$ cat src/hw/rtl/isp_pkg.sv
`timescale 1ns / 1ps

package isp_pkg;

  // Field widths of the item ports.
  localparam int SampleW = 16;
  localparam int SlopeW  = 33;
  localparam int AvgW    = 32;
  localparam int SpreadW = 48;
  localparam int PosW    = 13;

  // Configuration port.
  localparam int CfgIdxW  = 2;
  localparam int CfgDataW = 13;

  typedef enum logic [CfgIdxW-1:0] {
    CFG_LEN   = 2'd0,
    CFG_CNT   = 2'd1,
    CFG_START = 2'd2
  } cfg_idx_e;

  // Datapath operations issued by the controller.
  typedef enum logic [3:0] {
    OP_IDLE,
    OP_ACC,
    OP_SLP1,
    OP_SLP2,
    OP_SLP3,
    OP_DIV_SLP,
    OP_DIV_MEAN,
    OP_DIV_VAR,
    OP_VAR1,
    OP_VAR2,
    OP_EMIT
  } op_e;

  typedef struct packed {
    op_e  op;
    logic tot;   // work on the whole-subsequence sums
  } cmd_t;

  typedef struct packed {
    logic iv_close;   // the next sample closes an interval
    logic sum_close;  // the next sample also closes the subsequence
    logic div_busy;
    logic out_free;
  } sts_t;

endpackage

$ cat src/hw/rtl/isp_ctrl.sv
`timescale 1ns / 1ps

module isp_ctrl (
  input  logic          clk_i,
  input  logic          rst_ni,
  input  logic          in_valid_i,
  output logic          in_stall_o,
  input  isp_pkg::sts_t sts_i,
  output isp_pkg::cmd_t cmd_o
);
  import isp_pkg::*;

  typedef enum logic [3:0] {
    ST_RUN, ST_SLP1, ST_SLP2, ST_SLP3, ST_DSLP, ST_WSLP, ST_DMEAN, ST_WMEAN,
    ST_VAR1, ST_VAR2, ST_DVAR, ST_WVAR, ST_EMIT
  } ctl_e;

  ctl_e state_q;
  logic tot_q;
  logic sum_pend_q;

  always_ff @(posedge clk_i or negedge rst_ni) begin
    if (!rst_ni) begin
      state_q    <= ST_RUN;
      tot_q      <= 1'b0;
      sum_pend_q <= 1'b0;
    end else begin
      unique case (state_q)
        ST_RUN: begin
          if (in_valid_i && sts_i.iv_close) begin
            sum_pend_q <= sts_i.sum_close;
            tot_q      <= 1'b0;
            state_q    <= ST_SLP1;
          end
        end
        ST_SLP1: state_q <= ST_SLP2;
        ST_SLP2: state_q <= ST_SLP3;
        ST_SLP3: state_q <= ST_DSLP;
        ST_DSLP: state_q <= ST_WSLP;
        ST_WSLP: begin
          if (!sts_i.div_busy) state_q <= ST_DMEAN;
        end
        ST_DMEAN: state_q <= ST_WMEAN;
        ST_WMEAN: begin
          if (!sts_i.div_busy) state_q <= ST_VAR1;
        end
        ST_VAR1: state_q <= ST_VAR2;
        ST_VAR2: state_q <= ST_DVAR;
        ST_DVAR: state_q <= ST_WVAR;
        ST_WVAR: begin
          if (!sts_i.div_busy) state_q <= ST_EMIT;
        end
        ST_EMIT: begin
          if (sts_i.out_free) begin
            if (!tot_q && sum_pend_q) begin
              tot_q   <= 1'b1;
              state_q <= ST_DMEAN;
            end else begin
              tot_q   <= 1'b0;
              state_q <= ST_RUN;
            end
          end
        end
        default: state_q <= ST_RUN;
      endcase
    end
  end

  assign in_stall_o = (state_q != ST_RUN);

  always_comb begin
    cmd_o.tot = tot_q;
    unique case (state_q)
      ST_RUN:   cmd_o.op = in_valid_i ? OP_ACC : OP_IDLE;
      ST_SLP1:  cmd_o.op = OP_SLP1;
      ST_SLP2:  cmd_o.op = OP_SLP2;
      ST_SLP3:  cmd_o.op = OP_SLP3;
      ST_DSLP:  cmd_o.op = OP_DIV_SLP;
      ST_DMEAN: cmd_o.op = OP_DIV_MEAN;
      ST_VAR1:  cmd_o.op = OP_VAR1;
      ST_VAR2:  cmd_o.op = OP_VAR2;
      ST_DVAR:  cmd_o.op = OP_DIV_VAR;
      ST_EMIT:  cmd_o.op = sts_i.out_free ? OP_EMIT : OP_IDLE;
      default:  cmd_o.op = OP_IDLE;
    endcase
  end

endmodule

$ cat config.mk
export PLATFORM = sky130hd
export DESIGN_NAME = isp_ctrl
export DESIGN_NICKNAME = d
export VERILOG_FILES = /design/src/hw/rtl/isp_pkg.sv /design/src/hw/rtl/isp_ctrl.sv
export SDC_FILE = /design/constraint.sdc
export NUM_CORES = 1
export LEC_CHECK = 0
export BUFFER_PORTS_ARGS = -buffer_cell sky130_fd_sc_hd__buf_2
export CORE_AREA = 2 2 39 41
export CTS_CLUSTER_DIAMETER = 150
export CTS_CLUSTER_SIZE = 24
export DETAILED_ROUTE_END_ITERATION = 7
export DIE_AREA = 0 0 41 43
export PLACE_DENSITY = 0.69
export SLEW_MARGIN = 20
export SYNTH_ARGS = -nofsm -noshare
export SYNTH_HDL_FRONTEND = slang
export SYNTH_SLANG_ARGS = --single-unit
export TNS_END_PERCENT = 10
$ cat constraint.sdc
create_clock -name clk_i -period 1.6 [get_ports clk_i]
set_input_delay 0.16 -clock clk_i [delete_from_list [all_inputs] [get_ports clk_i]]
set_output_delay 0.16 -clock clk_i [all_outputs]
set_load 0.005 [all_outputs]
# Word level (Yosys, flattened, before mapping)
# Index checks and enable logic that the tools add are counted.
totals:
  elab_cells: 43
  input_bits: 7
  register_bits: 6
classes:
  reduce_logical: 9
  mux: 14
  n_eq_ne: 17
op_table:
  columns: ["cell", "n"]
  rows:
  - ["case mux 4 bit (13 select lines)", 1]
  - ["case mux 4 bit (10 select lines)", 1]
  - ["2-to-1 mux 4 bit", 6]
  - ["equality test 4 bit, second input constant", 5]
  - ["equality test 4 x 3 -> 1 bit, second input constant", 4]
  - ["!= test 2 bit, second input constant", 5]
  - ["equality test 4 x 2 -> 1 bit, second input constant", 2]
  - ["AND reduction 5 bit", 1]
  - ["equality test 4 x 1 -> 1 bit, second input constant", 1]
  - ["zero test 4 bit", 1]
  - ["2-to-1 mux 1 bit", 4]
  - ["nonzero test 4 bit", 1]
  - ["2-to-1 mux 3 bit", 1]
  - ["AND reduction 3 bit", 1]
  - ["logical AND 1 bit", 2]
  - ["case mux 1 bit (2 select lines)", 1]
  - ["AND reduction 2 bit", 1]
  - ["nonzero test 2 bit", 1]
  - ["zero test 1 bit", 1]

# Logic depth before layout (Yosys ltp)
depth:
  word_depth: 5
  depth_mapped: 5
  depth_no_buf: 4

# Least setup slack after synthesis
# Ideal clock, no wire load.
synth_timing:
  path_kind: "register to register"
  startpoint: "register state_q[3]"
  endpoint: "register sum_pend_q"
  path_stages_with_launch: 5
  path_buffers: 0
  t_required_ps: 1473
  slack_ps: 213
  arrival_time_ps: 1260
  synth_period_minus_slack_ps: 1387
  path_cell_list: "dfrtp_1 -> nor4_4 -> inv_2 -> nor2_1 -> mux2_1"
synth_between:
  elab_chain_cells: 2
synth_rtl:
  columns: ["element", "line_no", "source"]
  rows:
  - ["start, declared", "isp_ctrl.sv:18", "ctl_e state_q;"]
  - ["start signal, assigned", "isp_ctrl.sv:24", "state_q <= ST_RUN;"]
  - ["start signal, assigned", "isp_ctrl.sv:33", "state_q <= ST_SLP1;"]
  - ["start signal, assigned", "isp_ctrl.sv:36", "ST_SLP1: state_q <= ST_SLP2;"]
  - ["zero test 4 bit", "isp_ctrl.sv:28", "unique case (state_q)"]
  - ["AND reduction 2 bit (no line)", null, null]
  - ["end signal, assigned", "isp_ctrl.sv:31", "sum_pend_q <= sts_i.sum_close;"]
  - ["end, declared", "isp_ctrl.sv:20", "logic sum_pend_q;"]
# No other way between the ends.
# A chain may end at the register's enable or synchronous reset.

==> flow_summary_export.csv <==
group,metric,value,unit
global_routing,gr-usage-all-layers,18.32,%
setup_path,worst_setup_path_endpoint,"cmd_o[3]",
power,max-vdd-ir-drop,0.0007370,V
clock_network,clock_sink_count,6,
yosys,async_flop_share,100.0,%
power,p_int,0.0008428,W
cells_and_area,final_cells,104,
sta,max_slew_margin,75.10,%
drt,drt-pass1-iter-count,7,
yosys,dominantRegCellSynth,"sky130_fd_sc_hd__dfrtp_1",
floorplanning,num_rows,14,
setup_path,cp.arrival,1.45,ns
setup_path,worst-r2r-setup-slack,0.04,ns
clock_network,max_buffers_root_to_sink,2,
hold_path,hold-path-cell-count,2,
drt,detailroute.via_count,578,
global_routing,grt.overflow.total,0,
sta,final_period_minus_worst_setup_slack,1.608,ns
yosys,synthesis.area,526.8,um2
sta,drv_slew,0,
setup_path,start_kind,"register",
yosys,synthDominantCellAreaShare,28.50,%
setup_path,crit_path_max_incr_delay,0.45,ns
yosys,syn-num-nets,69,
floorplanning,die_width,41,um
floorplanning,die-area,1763,um2
sta,max_slew.worst_pin.slew,0.3682,ns
floorplanning,chipHeight,43,um
flow_run,maxCapViolCount,0,
clock_network,cts-root-buf,"sky130_fd_sc_hd__clkbuf_4",
hold_path,min_path_type,"input pin to register",
setup_path,setup.worst_path.start,"state_q[3]",
yosys,syn_avg_cell_area,8.496,um2
setup_path,cp_top_family,"flip-flops",
place,numPortBuffers,12,
yosys,ys_types,30,
place,placedCellCount,92,
sta,clock_skew,0.001608,ns
yosys,synthesized_instance_count,62,
setup_path,crit_path_cell_trace,"buf_4, or4bb_1, o21ai_1, buf_2",
drt,wl_per_cell,13.61,um
yosys,synth_edf_count,0,
place,gp_routability_congestion,0.8247,
power,power.net_switching,0.0006116,W
power,leak,0.3420,nW
setup_path,cp-end-kind,"output port",
cells_and_area,num-nets-final,97,
power,power.combinational.fraction,68.6,%
drt,drt_first_iter_violations,5,
setup_path,reg2reg_depth,5,
sta,fmax,0.6220,GHz
drt,final_antenna_net_count,0,
drt,detail_route.vias_per_cell,5.558,
global_routing,grt_pass1_wl,2.145,mm
global_routing,first_global_vias,520,
sta,worst_slack,-0.007754,ns
cells_and_area,drive_gt1_share,52.27,%
setup_path,worst_r2r_start,"state_q[0]",
floorplanning,ios,13,
yosys,ys_ff_latch,6,
setup_path,cp_data_required_time,1.44,ns
power,p_seq_share,21.5,%
sta,rsz_0062_raised_after_global_routing,"true",
cells_and_area,areaGrowthSynthToFinish,43.23,%
setup_path,cp_slowest_cell,"sky130_fd_sc_hd__dfrtp_2",
clock_network,ctsHtreeMaxLevel,1,
setup_path,worstPathBufferInverterCount,2,
clock_network,tritoncts,"done",
setup_path,worstSetupPathType,"register to output port",
global_routing,antenna_violations_before_repair,0,
cells_and_area,insertedDiodeCount,0,
yosys,synth.yosys.seq_area_share,28.50,%
floorplanning,area_of_the_core,1384,um2
setup_path,worstSetupPathDepth,4,
power,pwr_density_cell,1928,nW/um2
yosys,synth_area_leader_cell,"sky130_fd_sc_hd__dfrtp_1",
drt,drc_errors,0,
drt,routed_wl,1.415,mm
clock_network,numCtsBuffers,3,
sta,fin_worst_hold_slack,0.1217,ns
place,post-dp-hpwl,931.1,um
clock_network,insertion_delay,0.25,ns
floorplanning,initial_utilization,38.07,%
setup_path,reg2reg_to,"sum_pend_q",
global_routing,grt_start_max_net_pins,13,
yosys,synthesis_warnings,0,
sta,post-route-period-util,100.5,%
setup_path,critPathMaxFanout,6,
sta,timing_hold_violations_final,0,
power,power.switching_fraction,42.05,%
power,p_clk_share,10.0,%
yosys,synth.cells.most_frequent,"7 x sky130_fd_sc_hd__nand2_1, 6 x sky130_fd_sc_hd__dfrtp_1, 4 x sky130_fd_sc_hd__nor2_1, 4 x sky130_fd_sc_hd__o21ai_0",
yosys,synthTopCellsByArea,"sky130_fd_sc_hd__dfrtp_1 29%, sky130_fd_sc_hd__mux2_1 6.4%, sky130_fd_sc_hd__nand2_1 5.0%",
outcome,violated_checks,"negative setup slack",
sta,setup_violations,1,
outcome,outcome,"finished with violations",
clock_network,clk_pin_slew,0.05,ns
yosys,post-synth-top-count-cell,"sky130_fd_sc_hd__nand2_1",
==> worst min-delay path by stage <==
stage,startpoint,end,slack (ns)
6_report,sts_i[1],state_q[3],0.12
5_1_grt,sts_i[1],state_q[3],0.13
4_1_cts,sts_i[1],state_q[3],0.10
3_5_place_dp,rst_ni,tot_q,-0.007
3_3_place_gp,rst_ni,sum_pend_q,-0.01
2_1_floorplan,rst_ni,state_q[0],-0.14
==> flip-flops by register name (all words and copies together) (netlist names) <==
register    count
tot_q           1
sum_pend_q      1
state_q         4
==> power groups by stage <==
stage	Combinational [W]	Sequential, W	Clock (W)
finish	0.000997	0.000312	0.000145
floorplan	0.000532	0.000303	0
global route	0.00110	0.000319	0.000162
CTS	0.000809	0.000338	0.000149
global placement	0.000691	0.000369	0
detailed placement	0.000711	0.000376	0
==> cell type report <==
class | count | area (um2)
Fill cell | 135 | 629.4
Multi-Input combinational cell | 49 | 362.8
Timing Repair Buffer | 28 | 186.4
Sequential cell | 6 | 155.1
Clock buffer | 3 | 22.52
Tap cell | 16 | 20.02
Inverter | 2 | 7.507
==> cells by family (layout without fill, tap and decap cells) <==
| group | after synthesis | after routing | share of synthesized area [%] |
|---|---|---|---|
| AND/OR/NAND/NOR | 27 | 27 | 32.30 |
| AO/OA/AOI/OAI | 17 | 17 | 21.85 |
| buffers and inverters | 7 | 33 | 7.123 |
| flip-flops | 6 | 6 | 28.50 |
| multiplexers | 5 | 5 | 10.21 |
==> placed cells by master (no fill, tap or decap), types with 2 or more instances in the layout <==
cell / netlist / routed
sky130_fd_sc_hd__mux2i_1: 2 / 2
sky130_fd_sc_hd__nor2_1: 4 / 3
sky130_fd_sc_hd__dfrtp_2: 0 / 4
sky130_fd_sc_hd__o21ai_1: 2 / 2
sky130_fd_sc_hd__mux2_1: 3 / 2
sky130_fd_sc_hd__buf_4: 2 / 14
sky130_fd_sc_hd__nand3b_1: 2 / 2
sky130_fd_sc_hd__a21oi_2: 1 / 3
sky130_fd_sc_hd__nand2_2: 0 / 2
sky130_fd_sc_hd__buf_2: 3 / 12
sky130_fd_sc_hd__dfrtp_1: 6 / 2
sky130_fd_sc_hd__o31ai_1: 2 / 2
sky130_fd_sc_hd__nand2_1: 7 / 5
sky130_fd_sc_hd__nand2b_1: 2 / 2
sky130_fd_sc_hd__o21ai_0: 4 / 4
sky130_fd_sc_hd__clkbuf_4: 0 / 3
sky130_fd_sc_hd__a22o_1: 2 / 2
sky130_fd_sc_hd__nor3_2: 1 / 2
sky130_fd_sc_hd__nand3_1: 3 / 3
==> metrics by stage <==
step           utilization [%]  power (W)  area, um2  setup WS, ns  setup TNS [ns]
2_1_floorplan                -  0.0008342      526.8        0.2127               0
3_5_place_dp             45.48   0.001087      629.4       0.05033               0
6_report                 54.52   0.001454      754.5     -0.007754       -0.007754
3_3_place_gp             45.48   0.001060      629.4       0.09065               0
4_1_cts                  49.55   0.001296      685.7      -0.01901        -0.01901
5_1_grt                  54.52   0.001581      754.5      -0.08840         -0.2192
==> layer usage <==
metal	wire [um]	vias to the layer above	track usage (%)
met5	0	-	0
met4	25	0	12.00
met3	31	4	2.094
met2	757	13	28.75
met1	599	284	22.11
li1	-	277	-
==> repair_timing <==
item	4_1_cts	5_1_grt
resized for setup	5	8
setup buffers	2	6
endpoints found under the hold margin	6	0
setup endpoints to repair	3	8
pin swaps	1	2
hold buffers	1	0
(Power assumes the default switching activity.)
